[src/rtl/plm_pkg.sv]
// Shared types, widths and codes of the packet loss and delay monitor.
`default_nettype none

package plm_pkg;

   localparam int SEQ_W   = 31;
   localparam int BYTES_W = 16;
   localparam int TIME_W  = 48;
   localparam int CNT_W   = 32;
   localparam int SUM_W   = 64;
   localparam int SIZE_W  = 48;
   localparam int EXP_W   = 32;
   localparam int REQ_DATA_W = 144;
   localparam int RSP_DATA_W = 184;
   localparam int DIV_CNT_W  = 6;

   localparam logic FUNC_ARRIVAL = 1'b0;
   localparam logic FUNC_CLEAR   = 1'b1;

   typedef enum logic [2:0] {
      S_IDLE,
      S_DELTA,
      S_ACCUM,
      S_DIV_GO,
      S_DIV_WAIT,
      S_OUT
   } state_type;

   typedef enum logic [1:0] {
      SEL_DELAY,
      SEL_SIZE,
      SEL_GAP
   } sel_type;

   typedef struct packed {
      logic    ready;
      logic    take;
      logic    delta;
      logic    accum;
      logic    div_start;
      sel_type div_sel;
      logic    quot_load;
      logic    rsp_load;
   } seq_ctrl_type;

   typedef struct packed {
      logic busy;
      logic done;
   } div_stat_type;

endpackage

`default_nettype wire

[src/rtl/plm_divider.sv]
// Shared radix-2 restoring divider, one quotient bit per cycle.
`default_nettype none

module plm_divider (
   input  wire logic                          clock,
   input  wire logic                          reset,
   input  wire logic                          start,
   input  wire logic [plm_pkg::SUM_W-1:0]     dividend,
   input  wire logic [plm_pkg::CNT_W-1:0]     divisor,
   output plm_pkg::div_stat_type              stat,
   output logic      [plm_pkg::SUM_W-1:0]     quotient
);

   logic                              busy_ff, busy_in;
   logic                              done_ff, done_in;
   logic [plm_pkg::DIV_CNT_W-1:0]     cnt_ff, cnt_in;
   logic [plm_pkg::SUM_W-1:0]         quot_ff, quot_in;
   logic [plm_pkg::CNT_W-1:0]         rem_ff, rem_in;
   logic [plm_pkg::CNT_W-1:0]         dsr_ff, dsr_in;
   logic [plm_pkg::CNT_W:0]           shifted;
   logic [plm_pkg::CNT_W+1:0]         diff;

   always_comb begin
      shifted = {rem_ff, quot_ff[plm_pkg::SUM_W-1]};
      diff    = {1'b0, shifted} - {2'b00, dsr_ff};
      busy_in = busy_ff;
      done_in = 1'b0;
      cnt_in  = cnt_ff;
      quot_in = quot_ff;
      rem_in  = rem_ff;
      dsr_in  = dsr_ff;
      if (start) begin
         busy_in = 1'b1;
         cnt_in  = '1;
         quot_in = dividend;
         rem_in  = '0;
         dsr_in  = divisor;
      end else if (busy_ff) begin
         if (diff[plm_pkg::CNT_W+1]) begin
            rem_in  = shifted[plm_pkg::CNT_W-1:0];
            quot_in = {quot_ff[plm_pkg::SUM_W-2:0], 1'b0};
         end else begin
            rem_in  = diff[plm_pkg::CNT_W-1:0];
            quot_in = {quot_ff[plm_pkg::SUM_W-2:0], 1'b1};
         end
         cnt_in = cnt_ff - 1'b1;
         if (cnt_ff == '0) begin
            busy_in = 1'b0;
            done_in = 1'b1;
         end
      end
   end

   always_ff @(posedge clock) begin
      if (reset) begin
         busy_ff <= 1'b0;
         done_ff <= 1'b0;
         cnt_ff  <= '0;
      end else begin
         busy_ff <= busy_in;
         done_ff <= done_in;
         cnt_ff  <= cnt_in;
      end
      quot_ff <= quot_in;
      rem_ff  <= rem_in;
      dsr_ff  <= dsr_in;
   end

   assign stat.busy = busy_ff;
   assign stat.done = done_ff;
   assign quotient  = quot_ff;

endmodule

`default_nettype wire

[src/rtl/plm_stats.sv]
// Running counts, saturating sums and sequence gap tracking.
`default_nettype none

module plm_stats (
   input  wire logic                            clock,
   input  wire logic                            reset,
   input  wire plm_pkg::seq_ctrl_type           ctrl,
   input  wire logic                            func,
   input  wire logic [plm_pkg::SEQ_W-1:0]       seq_number,
   input  wire logic [plm_pkg::BYTES_W-1:0]     pkt_bytes,
   input  wire logic [plm_pkg::TIME_W-1:0]      send_time,
   input  wire logic [plm_pkg::TIME_W-1:0]      arrive_time,
   output logic      [plm_pkg::CNT_W-1:0]       pkt_count,
   output logic      [plm_pkg::CNT_W-1:0]       lost_count,
   output logic      [plm_pkg::SIZE_W-1:0]      size_sum,
   output logic      [plm_pkg::SUM_W-1:0]       delay_sum,
   output logic      [plm_pkg::SUM_W-1:0]       gap_sum,
   output logic                                 loss_seen
);

   logic                              func_ff;
   logic [plm_pkg::SEQ_W-1:0]         seq_ff;
   logic [plm_pkg::BYTES_W-1:0]       bytes_ff;
   logic [plm_pkg::TIME_W-1:0]        send_ff;
   logic [plm_pkg::TIME_W-1:0]        arrive_ff;

   logic [plm_pkg::TIME_W-1:0]        delay_d_ff, delay_d_in;
   logic [plm_pkg::TIME_W-1:0]        gap_d_ff, gap_d_in;
   logic [plm_pkg::SEQ_W-1:0]         lost_d_ff, lost_d_in;
   logic                              gap_hit_ff, gap_hit_in;

   logic [plm_pkg::EXP_W-1:0]         expected_ff, expected_in;
   logic                              known_ff, known_in;
   logic [plm_pkg::TIME_W-1:0]        last_ff, last_in;
   logic [plm_pkg::CNT_W-1:0]         count_ff, count_in;
   logic [plm_pkg::CNT_W-1:0]         lost_ff, lost_in;
   logic [plm_pkg::SIZE_W-1:0]        size_ff, size_in;
   logic [plm_pkg::SUM_W-1:0]         delay_ff, delay_in;
   logic [plm_pkg::SUM_W-1:0]         gapsum_ff, gapsum_in;
   logic                              seen_ff, seen_in;

   logic [plm_pkg::EXP_W:0]           seq_diff;
   logic [plm_pkg::CNT_W:0]           count_add;
   logic [plm_pkg::CNT_W:0]           lost_add;
   logic [plm_pkg::SIZE_W:0]          size_add;
   logic [plm_pkg::SUM_W:0]           delay_add;
   logic [plm_pkg::SUM_W:0]           gap_add;

   always_comb begin
      delay_d_in = delay_d_ff;
      gap_d_in   = gap_d_ff;
      lost_d_in  = lost_d_ff;
      gap_hit_in = gap_hit_ff;
      seq_diff   = {2'b00, seq_ff} - {1'b0, expected_ff};
      if (ctrl.delta) begin
         delay_d_in = (arrive_ff >= send_ff) ? arrive_ff - send_ff : '0;
         gap_d_in   = (arrive_ff >= last_ff) ? arrive_ff - last_ff : '0;
         lost_d_in  = seq_diff[plm_pkg::SEQ_W-1:0];
         gap_hit_in = known_ff && !seq_diff[plm_pkg::EXP_W] && (seq_diff != '0);
      end
   end

   always_comb begin
      count_add = {1'b0, count_ff} + {{plm_pkg::CNT_W{1'b0}}, 1'b1};
      lost_add  = {1'b0, lost_ff} + {2'b00, lost_d_ff};
      size_add  = {1'b0, size_ff} + {{(plm_pkg::SIZE_W-plm_pkg::BYTES_W+1){1'b0}}, bytes_ff};
      delay_add = {1'b0, delay_ff}
                + {{(plm_pkg::SUM_W-plm_pkg::TIME_W+1){1'b0}}, delay_d_ff};
      gap_add   = {1'b0, gapsum_ff}
                + {{(plm_pkg::SUM_W-plm_pkg::TIME_W+1){1'b0}}, gap_d_ff};
      expected_in = expected_ff;
      known_in    = known_ff;
      last_in     = last_ff;
      count_in    = count_ff;
      lost_in     = lost_ff;
      size_in     = size_ff;
      delay_in    = delay_ff;
      gapsum_in   = gapsum_ff;
      seen_in     = seen_ff;
      if (ctrl.accum) begin
         if (func_ff == plm_pkg::FUNC_CLEAR) begin
            known_in = 1'b0;
            seen_in  = 1'b0;
         end else begin
            count_in  = count_add[plm_pkg::CNT_W] ? '1 : count_add[plm_pkg::CNT_W-1:0];
            size_in   = size_add[plm_pkg::SIZE_W] ? '1 : size_add[plm_pkg::SIZE_W-1:0];
            delay_in  = delay_add[plm_pkg::SUM_W] ? '1 : delay_add[plm_pkg::SUM_W-1:0];
            gapsum_in = gap_add[plm_pkg::SUM_W] ? '1 : gap_add[plm_pkg::SUM_W-1:0];
            if (gap_hit_ff) begin
               lost_in = lost_add[plm_pkg::CNT_W] ? '1 : lost_add[plm_pkg::CNT_W-1:0];
            end
            seen_in     = gap_hit_ff;
            last_in     = arrive_ff;
            expected_in = {1'b0, seq_ff} + {{(plm_pkg::EXP_W-1){1'b0}}, 1'b1};
            known_in    = 1'b1;
         end
      end
   end

   always_ff @(posedge clock) begin
      if (ctrl.take) begin
         func_ff   <= func;
         seq_ff    <= seq_number;
         bytes_ff  <= pkt_bytes;
         send_ff   <= send_time;
         arrive_ff <= arrive_time;
      end
      delay_d_ff <= delay_d_in;
      gap_d_ff   <= gap_d_in;
      lost_d_ff  <= lost_d_in;
      gap_hit_ff <= gap_hit_in;
      if (reset) begin
         expected_ff <= '0;
         known_ff    <= 1'b0;
         last_ff     <= '0;
         count_ff    <= '0;
         lost_ff     <= '0;
         size_ff     <= '0;
         delay_ff    <= '0;
         gapsum_ff   <= '0;
         seen_ff     <= 1'b0;
      end else begin
         expected_ff <= expected_in;
         known_ff    <= known_in;
         last_ff     <= last_in;
         count_ff    <= count_in;
         lost_ff     <= lost_in;
         size_ff     <= size_in;
         delay_ff    <= delay_in;
         gapsum_ff   <= gapsum_in;
         seen_ff     <= seen_in;
      end
   end

   assign pkt_count  = count_ff;
   assign lost_count = lost_ff;
   assign size_sum   = size_ff;
   assign delay_sum  = delay_ff;
   assign gap_sum    = gapsum_ff;
   assign loss_seen  = seen_ff;

endmodule

`default_nettype wire

[src/rtl/plm_seq.sv]
// Sequencer: update the statistics, then run three divisions on the shared divider.
`default_nettype none

module plm_seq (
   input  wire logic                    clock,
   input  wire logic                    reset,
   input  wire logic                    req_tvalid,
   input  wire logic                    rsp_full,
   input  wire logic                    rsp_tready,
   input  wire plm_pkg::div_stat_type   div_stat,
   output plm_pkg::seq_ctrl_type        ctrl
);

   plm_pkg::state_type state_ff, state_in;
   plm_pkg::sel_type   sel_ff, sel_in;

   always_comb begin
      state_in = state_ff;
      sel_in   = sel_ff;
      case (state_ff)
         plm_pkg::S_IDLE: begin
            if (req_tvalid) begin
               state_in = plm_pkg::S_DELTA;
            end
         end
         plm_pkg::S_DELTA: begin
            state_in = plm_pkg::S_ACCUM;
         end
         plm_pkg::S_ACCUM: begin
            state_in = plm_pkg::S_DIV_GO;
            sel_in   = plm_pkg::SEL_DELAY;
         end
         plm_pkg::S_DIV_GO: begin
            state_in = plm_pkg::S_DIV_WAIT;
         end
         plm_pkg::S_DIV_WAIT: begin
            if (div_stat.done) begin
               case (sel_ff)
                  plm_pkg::SEL_DELAY: begin
                     sel_in   = plm_pkg::SEL_SIZE;
                     state_in = plm_pkg::S_DIV_GO;
                  end
                  plm_pkg::SEL_SIZE: begin
                     sel_in   = plm_pkg::SEL_GAP;
                     state_in = plm_pkg::S_DIV_GO;
                  end
                  default: begin
                     state_in = plm_pkg::S_OUT;
                  end
               endcase
            end
         end
         plm_pkg::S_OUT: begin
            if (!rsp_full || rsp_tready) begin
               state_in = plm_pkg::S_IDLE;
            end
         end
         default: begin
            state_in = plm_pkg::S_IDLE;
         end
      endcase
   end

   always_comb begin
      ctrl           = '0;
      ctrl.div_sel   = sel_ff;
      case (state_ff)
         plm_pkg::S_IDLE: begin
            ctrl.ready = 1'b1;
            ctrl.take  = req_tvalid;
         end
         plm_pkg::S_DELTA: begin
            ctrl.delta = 1'b1;
         end
         plm_pkg::S_ACCUM: begin
            ctrl.accum = 1'b1;
         end
         plm_pkg::S_DIV_GO: begin
            ctrl.div_start = 1'b1;
         end
         plm_pkg::S_DIV_WAIT: begin
            ctrl.quot_load = div_stat.done;
         end
         plm_pkg::S_OUT: begin
            ctrl.rsp_load = !rsp_full || rsp_tready;
         end
         default: begin
            ctrl.ready = 1'b0;
         end
      endcase
   end

   always_ff @(posedge clock) begin
      if (reset) begin
         state_ff <= plm_pkg::S_IDLE;
         sel_ff   <= plm_pkg::SEL_DELAY;
      end else begin
         state_ff <= state_in;
         sel_ff   <= sel_in;
      end
   end

endmodule

`default_nettype wire

[src/rtl/packet_loss_delay_monitor_top.sv]
// Top level of the packet loss and delay monitor.
`default_nettype none

// Each request transfer is either a packet arrival (tuser 0) or a clear of the
// expected sequence number (tuser 1), and yields exactly one response transfer
// carrying the lost and packet totals, the loss flag of this packet and the
// floor means of delay, size and inter-arrival gap over the packet count.
// Per item, the sequencer takes the request, updates the sums in the delta and
// accumulate states, runs three 64-bit by 32-bit divisions one after another on
// a single radix-2 divider, and loads the response. The request side is ready
// only between items; a finished response waits in the output register while
// the next request is taken, and a response still waiting when the next one is
// ready holds the sequencer until it is taken.

module packet_loss_delay_monitor_top (
   input  wire logic                              clock,
   input  wire logic                              reset,
   input  wire logic                              req_tvalid,
   output logic                                   req_tready,
   // seq_number[30:0], pkt_bytes[46:31], send_time[94:47], arrive_time[142:95], zero
   input  wire logic [plm_pkg::REQ_DATA_W-1:0]    req_tdata,
   // func
   input  wire logic                              req_tuser,
   output logic                                   rsp_tvalid,
   input  wire logic                              rsp_tready,
   // lost_total[31:0], packet_total[63:32], loss_seen[64], avg_delay[112:65],
   // avg_size[128:113], avg_gap[176:129], zero
   output logic      [plm_pkg::RSP_DATA_W-1:0]    rsp_tdata
);

   plm_pkg::seq_ctrl_type ctrl;
   plm_pkg::div_stat_type div_stat;

   logic [plm_pkg::CNT_W-1:0]    pkt_count;
   logic [plm_pkg::CNT_W-1:0]    lost_count;
   logic [plm_pkg::SIZE_W-1:0]   size_sum;
   logic [plm_pkg::SUM_W-1:0]    delay_sum;
   logic [plm_pkg::SUM_W-1:0]    gap_sum;
   logic                         loss_seen;
   logic [plm_pkg::SUM_W-1:0]    dividend;
   logic [plm_pkg::SUM_W-1:0]    quotient;

   logic [plm_pkg::TIME_W-1:0]   avg_delay_ff, avg_gap_ff;
   logic [plm_pkg::BYTES_W-1:0]  avg_size_ff;
   logic [plm_pkg::TIME_W-1:0]   q_time;
   logic [plm_pkg::BYTES_W-1:0]  q_size;
   logic                         rsp_valid_ff, rsp_valid_in;
   logic [plm_pkg::RSP_DATA_W-1:0] rsp_data_ff;

   plm_seq u_seq (
      .clock      (clock),
      .reset      (reset),
      .req_tvalid (req_tvalid),
      .rsp_full   (rsp_valid_ff),
      .rsp_tready (rsp_tready),
      .div_stat   (div_stat),
      .ctrl       (ctrl)
   );

   plm_stats u_stats (
      .clock       (clock),
      .reset       (reset),
      .ctrl        (ctrl),
      .func        (req_tuser),
      .seq_number  (req_tdata[30:0]),
      .pkt_bytes   (req_tdata[46:31]),
      .send_time   (req_tdata[94:47]),
      .arrive_time (req_tdata[142:95]),
      .pkt_count   (pkt_count),
      .lost_count  (lost_count),
      .size_sum    (size_sum),
      .delay_sum   (delay_sum),
      .gap_sum     (gap_sum),
      .loss_seen   (loss_seen)
   );

   always_comb begin
      case (ctrl.div_sel)
         plm_pkg::SEL_DELAY: dividend = delay_sum;
         plm_pkg::SEL_SIZE:  dividend = {{(plm_pkg::SUM_W-plm_pkg::SIZE_W){1'b0}}, size_sum};
         plm_pkg::SEL_GAP:   dividend = gap_sum;
         default:            dividend = '0;
      endcase
   end

   plm_divider u_div (
      .clock    (clock),
      .reset    (reset),
      .start    (ctrl.div_start),
      .dividend (dividend),
      .divisor  (pkt_count),
      .stat     (div_stat),
      .quotient (quotient)
   );

   always_comb begin
      if (pkt_count == '0) begin
         q_time = '0;
         q_size = '0;
      end else begin
         q_time = (|quotient[plm_pkg::SUM_W-1:plm_pkg::TIME_W]) ? '1
                : quotient[plm_pkg::TIME_W-1:0];
         q_size = (|quotient[plm_pkg::SUM_W-1:plm_pkg::BYTES_W]) ? '1
                : quotient[plm_pkg::BYTES_W-1:0];
      end
   end

   always_ff @(posedge clock) begin
      if (ctrl.quot_load) begin
         case (ctrl.div_sel)
            plm_pkg::SEL_DELAY: avg_delay_ff <= q_time;
            plm_pkg::SEL_SIZE:  avg_size_ff  <= q_size;
            default:            avg_gap_ff   <= q_time;
         endcase
      end
   end

   always_comb begin
      rsp_valid_in = rsp_valid_ff;
      if (ctrl.rsp_load) begin
         rsp_valid_in = 1'b1;
      end else if (rsp_tready) begin
         rsp_valid_in = 1'b0;
      end
   end

   always_ff @(posedge clock) begin
      if (reset) begin
         rsp_valid_ff <= 1'b0;
      end else begin
         rsp_valid_ff <= rsp_valid_in;
      end
      if (ctrl.rsp_load) begin
         rsp_data_ff <= {7'b0, avg_gap_ff, avg_size_ff, avg_delay_ff, loss_seen,
                         pkt_count, lost_count};
      end
   end

   assign req_tready = ctrl.ready;
   assign rsp_tvalid = rsp_valid_ff;
   assign rsp_tdata  = rsp_data_ff;

   a_idle_div: assert property (@(posedge clock) disable iff (reset)
      req_tready |-> !div_stat.busy)
      else $error("divider busy while taking a request");

   a_done_busy: assert property (@(posedge clock) disable iff (reset)
      div_stat.done |-> !req_tready)
      else $error("division finished outside an item");

   a_load_space: assert property (@(posedge clock) disable iff (reset)
      ctrl.rsp_load |-> (!rsp_valid_ff || rsp_tready) && !req_tready)
      else $error("response loaded over a pending transfer");

endmodule

`default_nettype wire
[config.mk]
export PLATFORM = sky130hd
export DESIGN_NAME = packet_loss_delay_monitor_top
export DESIGN_NICKNAME = d
export VERILOG_FILES = /design/src/rtl/plm_pkg.sv /design/src/rtl/plm_divider.sv /design/src/rtl/plm_stats.sv /design/src/rtl/plm_seq.sv /design/src/rtl/packet_loss_delay_monitor_top.sv
export SDC_FILE = /design/constraint.sdc
export NUM_CORES = 2
export LEC_CHECK = 0
export ABC_AREA = 1
export BUFFER_PORTS_ARGS = -buffer_cell sky130_fd_sc_hd__buf_4
export CORE_ASPECT_RATIO = 1.75
export CORE_MARGIN = 2
export CORE_UTILIZATION = 31
export CTS_CLUSTER_SIZE = 12
export DETAILED_ROUTE_END_ITERATION = 8
export GPL_TIMING_DRIVEN = 1
export SKIP_CTS_REPAIR_TIMING = 1
export SKIP_LAST_GASP = 1
export SLEW_MARGIN = 20
export SYNTH_ARGS = -nofsm -noshare
export SYNTH_HDL_FRONTEND = slang
export SYNTH_SLANG_ARGS = --single-unit
export TNS_END_PERCENT = 20
[constraint.sdc]
create_clock -name clock -period 13.5 [get_ports clock]
set_clock_uncertainty 0.15 [all_clocks]
set_input_delay 1.35 -clock clock [delete_from_list [all_inputs] [get_ports clock]]
set_output_delay 1.35 -clock clock [all_outputs]
set_load 0.05 [all_outputs]
After elaboration in Yosys (flattened, before gate mapping)
Index checks and enable logic that the tools add are counted.
Storage, ports and cells
  register bits: 1025
  input bits: 149
  output and inout bits: 186
  logic and storage cells: 120
Operators by class
  add/subtract/negate cells: 11
  $lt $le $gt $ge: 2
  eq/ne operators: 11
  multiplexer cells: 38
  bitwise gates (word level): 3
  reductions and logical operators: 24
Operators by type and width (number)
  2-to-1 mux 64 bit: 4
  case mux 64 bit (3 select lines): 1
  2-to-1 mux 48 bit: 3
  adder 64 x 48 -> 65 bit: 2
  greater-or-equal comparator 48 bit: 2
  2-to-1 mux 32 bit: 3
  subtractor 48 bit: 2
  adder 48 x 16 -> 49 bit: 1
  OR reduction 48 bit: 1
  subtractor 33 x 32 -> 34 bit: 1
  adder 32 x 1 -> 33 bit, second input constant: 1
  adder 32 x 31 -> 33 bit: 1
  nonzero test 33 bit: 1
  subtractor 31 x 32 -> 33 bit: 1
  adder 31 x 1 -> 32 bit, second input constant: 1
  logical NOT 32 bit: 1
  case mux 3 bit (6 select lines): 1
  2-to-1 mux 1 bit: 16
  2-to-1 mux 16 bit: 1
  OR reduction 16 bit: 1
  2-to-1 mux 3 bit: 4
  2-to-1 mux 6 bit: 2
  AND reduction 3 bit: 3
  case mux 2 bit (2 select lines): 2
  21 further kinds: 33

Logic depth before layout (Yosys ltp)
  depth in word-level cells: 5
  mapped depth: 19
  mapped depth without buffers: 18

By module
A second synthesis with hierarchy kept.
Unflattened totals
  cell total of the unflattened synthesis: 7994
  area, all modules: 62311.0 µm²
Modules (own cells, without submodules)
  plm_stats: times used 1, cells each 5956, area an instance 42076.6 µm², sequential area each 14614.0 µm²
  packet_loss_delay_monitor_top: times used 1, cells each 832, area an instance 11573.6 µm², sequential area each 8698.3 µm²
  plm_divider: times used 1, cells each 1144, area an instance 8251.7 µm², sequential area each 3683.5 µm²
  plm_seq: times used 1, cells each 62, area an instance 409.1 µm², sequential area each 100.1 µm²

Least setup slack after synthesis
No wires, ideal clock.
  path kind: reg2reg
  start: reg u_seq.state_ff[0]
  end: reg u_stats.delay_d_ff[0] (netlist name) (enable)
  setup time: 0.775 ns
  arrival time: 9.093 ns
  data required time: 12.575 ns
  slack: 3.482 ns
  stages on the path, launching flop included: 3
  clock period less this slack: 10.018 ns
  cell sequence: dfxtp_1 -> inv_2 -> nor3_1
On the way
  longest elaborated chain between the ends: 2
Ends and longest elaborated chain
  start, declared: RTL line plm_seq.sv:14  | plm_pkg::state_type state_ff, state_in;
  start signal, assigned: RTL line plm_seq.sv:95  | state_ff <= plm_pkg::S_IDLE;
  start signal, assigned: RTL line plm_seq.sv:98  | state_ff <= state_in;
  == test 3 x 1 -> 1 bit: RTL line plm_seq.sv:67  | case (state_ff)
  2-to-1 mux 1 bit: RTL line plm_seq.sv:67
  end signal, assigned: RTL line plm_stats.sv:108  | delay_d_ff <= delay_d_in;
  end, declared: RTL line plm_stats.sv:27  | logic [plm_pkg::TIME_W-1:0] delay_d_ff, delay_d_in;
No other way between the ends.
A chain may end at the register's enable or synchronous reset.

Final worst setup path
  start: reg u_stats.arrive_ff[1] (netlist name)
  end: reg u_stats.gap_d_ff[33] (netlist name) (data pin)
On the way
  longest elaborated chain between the ends: 1
  elaborated cells between the ends (all ways): 2
  classes of those cells: 1 x add/sub; 1 x order compare
Ends and longest elaborated chain
  start, declared: RTL line plm_stats.sv:25  | logic [plm_pkg::TIME_W-1:0] arrive_ff;
  start signal, assigned: RTL line plm_stats.sv:106  | arrive_ff <= arrive_time;
  subtractor 48 bit / greater-or-equal comparator 48 bit (equally long branches): RTL line plm_stats.sv:57  | gap_d_in = (arrive_ff >= last_ff) ? arrive_ff - last_ff : '0;
  end signal, assigned: RTL line plm_stats.sv:109  | gap_d_ff <= gap_d_in;
  end, declared: RTL line plm_stats.sv:28  | logic [plm_pkg::TIME_W-1:0] gap_d_ff, gap_d_in;
Several ways; a longest one is shown, not always the timed one.

==> results.yml <==
worst_hold_path:
  hold_depth: 0
  min_from: "avg_gap_ff[31]"
  hp-class: "flop to flop"
global_routing:
  grt_first_pass_wirelength_microns: 308000
  grt-ovfl-total: 0
  grt_usage_pct: 20.8
  first_global_vias: 51200
  antenna_found_initial: 10
  grt_max_degree: 174
synth:
  synth_top_cell_area_share_pct: 33.0
  synth-seq-area-share_pct: 45.3
  yosys_warnings: 0
  synth_edf_count: 657
  synth_commonest_cells: "nand2_1 (1708), inv_1 (1142), nor2_1 (860)"
  ys.flop_type: "edfxtp_1"
  yosysMostFrequentCell: "nand2_1"
  synthDistinctLibCells: 63
  synth.avg_cell_area_sq_um: 7.84
  netlist_area_sq_mm: 0.0598
  yosysTopAreaCell: "edfxtp_1"
  synth_seq_cells: 1025
  synth_top_cells_by_area: "edfxtp_1 (33%), dfxtp_1 (12%), nand2_1 (11%), inv_1 (7.2%), ha_1 (6.4%)"
  synthCells: 7630
  async_reset_ff_share_pct: 0
critical_path:
  reg2reg_to: "u_stats.gap_d_ff[33]"
  r2r_start: "u_stats.arrive_ff[1]"
  path_max_fanout: 44
  crit_start: "u_stats.arrive_ff[1]"
  arrival_ns: 4.30
  cp.required_ns: 13.92
  cp-end-kind: "flop"
  rrSetupSlack_ns: 9.62
  path_class: "flop to flop"
  start_kind: "flop"
  worstSetupEndpoint: "u_stats.gap_d_ff[33]"
  worstRegToRegCells: 11
clock_tree:
  cts_tree: "yes"
  cts_buffers: 108
  path_clk_slew_ns: 0.06
  clock_latency_ns: 0.76
  cts.sinks: 1025
  cts-root-buf: "clkbuf_16"
  cts-htree-levels: 3
  cts.path.max_buffers: 3
route:
  wl_per_cell_microns: 19.7
  vias: 51900
  wl_microns: 209000
  drc: 0
  drt_iter0_drc: 3681
  dr.pass1.iters: 8
  ant_nets: 0
  vias_per_cell: 4.89
pwr:
  leakage_uw: 0.0288
  powerDensity_mw_per_mm2: 180
  peakVddDrop_mv: 0.154
  p_total_uw: 12400
placed_design:
  dpl_cell_area_sq_mm: 0.0651
  portBuffers: 326
  hpwl_microns: 167000
  place_ws_ns: 9.08
  gp_congestion: 0.958
floorplanning:
  ios: 335
  start_util_pct: 31.1
  die_x_microns: 336
  rows: 213
  core_area_sq_mm: 0.192
  dieArea_sq_mm: 0.197
  die_y_microns: 585
timing:
  hold_violations: 0
  rsz0062_at_grt: "no"
  final.setup.tns_ns: 0
  final.min_clock_period_ns: 3.88
  clock.fmax_mhz: 258
  report.final.setup_viol: 0
  tightest_slew_ns: 1.15
  finalWorstSetupSlack_ns: 9.62
  slew_viol_final: 0
  slew_headroom_pct: 23.3
  period_share_pct: 28.7
final_layout:
  syn2layout_area_growth_pct: 14.9
  fin_nets: 8407
  drive_above_1_share_pct: 7.43
  fillers: 20200
  final_area_sq_mm: 0.0687
flow_run:
  maxCapViolations: 0
outcome:
  status: "finished clean"
[power by group]
part	total, uW	internal, uW	switching [uW]
logic	4820	1480	3340
registers	4510	4060	449
clock network	3050	1740	1310
total	12400	7280	5100
[cells by family after synthesis]
logic type	Yosys count	synth area share (%)
AOI/OAI and AO/OA	1515	13.8
DFF	1025	45.3
xor gates and xnor gates	230	3.37
adders and majority gates	315	6.69
other	1	0.00627
buffers and inverters	1316	8.47
and+or+nand+nor	3228	22.3
[per-stage QoR]
| stage | hold slack [ns] | utilization, % | cells |
|---|---|---|---|
| global placement | 0.253 | 33.9 | 10400 |
| detailed placement | 0.255 | 33.9 | 10400 |
| CTS | 0.258 | 35.8 | 10600 |
| global route | 0.266 | 35.8 | 10600 |
| floorplan | 0.250 | - | 7636 |
| finish | 0.246 | 35.8 | 10600 |
[registers in the layout (all words and copies together) (netlist names), 32 cells and up]
name	flops
u_stats.last_ff	48
u_stats.arrive_ff	48
u_stats.delay_sum	64
rsp_tdata	177
u_div.rem_ff	32
avg_gap_ff	48
u_stats.pkt_count	32
u_stats.send_ff	48
u_stats.lost_count	32
u_stats.size_sum	48
u_stats.gap_sum	64
u_div.quotient	64
u_div.dsr_ff	32
avg_delay_ff	48
u_stats.gap_d_ff	48
u_stats.expected_ff	32
u_stats.delay_d_ff	48
[worst max-delay path, cell delays in order (launching register included)]
cell,delay [ns]
edfxtp_1,0.61
inv_1,0.32
fa_1,0.46
inv_1,0.21
nand3_1,0.10
nand2_1,0.28
a31oi_1,0.20
o21bai_1,0.29
nand2_1,0.16
nand4_4,0.39
inv_1,0.25
a21oi_1,0.25
[cells in the final DEF (no fill, tap or decap), types with 11 or more instances in the layout]
cell / n
ha_1: 307
clkbuf_1: 45
a21oi_1: 667
nand2_1: 1708
buf_4: 359
a21o_1: 35
nand4_1: 84
nand3_1: 354
xnor2_1: 115
nand3b_1: 12
o21ai_1: 12
clkbuf_8: 12
inv_1: 1140
edfxtp_1: 657
o21a_1: 19
o22ai_1: 18
clkinv_2: 12
xor2_1: 115
or2_2: 16
nor4_1: 49
dfxtp_1: 368
a31oi_1: 85
o21ai_0: 542
o21bai_1: 46
nor2_1: 852
clkbuf_16: 110
a221oi_1: 23
o211ai_1: 30
nor2_2: 11
nor3_1: 107
[area by class of cell]
| class | instances | area [sq um] | share of cell area, % |
|---|---|---|---|
| Clock buffer | 167 | 3090 | 4.49 |
| Multi-Input combinational cell | 5295 | 27700 | 40.4 |
| Tap cell | 2580 | 3230 | 4.70 |
| Timing Repair Buffer | 360 | 2720 | 3.95 |
| Inverter | 1153 | 4340 | 6.31 |
| Clock inverter | 39 | 513 | 0.746 |
| Antenna cell | 3 | 7.51 | 0.0109 |
| Sequential cell | 1025 | 27100 | 39.4 |
[worst min path at each step]
stage | end | slack, ns
global route | rsp_tdata[120] | 0.27
global placement | rsp_tdata[165] | 0.25
detailed placement | rsp_tdata[107] | 0.25
floorplan | rsp_tdata[100] | 0.25
CTS | rsp_tdata[160] | 0.26
finish | rsp_tdata[160] | 0.25
[layer usage]
metal	vias to the layer above	wire length, microns	GRT usage (%)
met1	24000	81500	23.1
li1	26000	-	-
met3	464	7990	2.18
met4	4	16600	14.5
met5	-	20	0
met2	1387	103000	37.1
(Power assumes the default switching activity.)
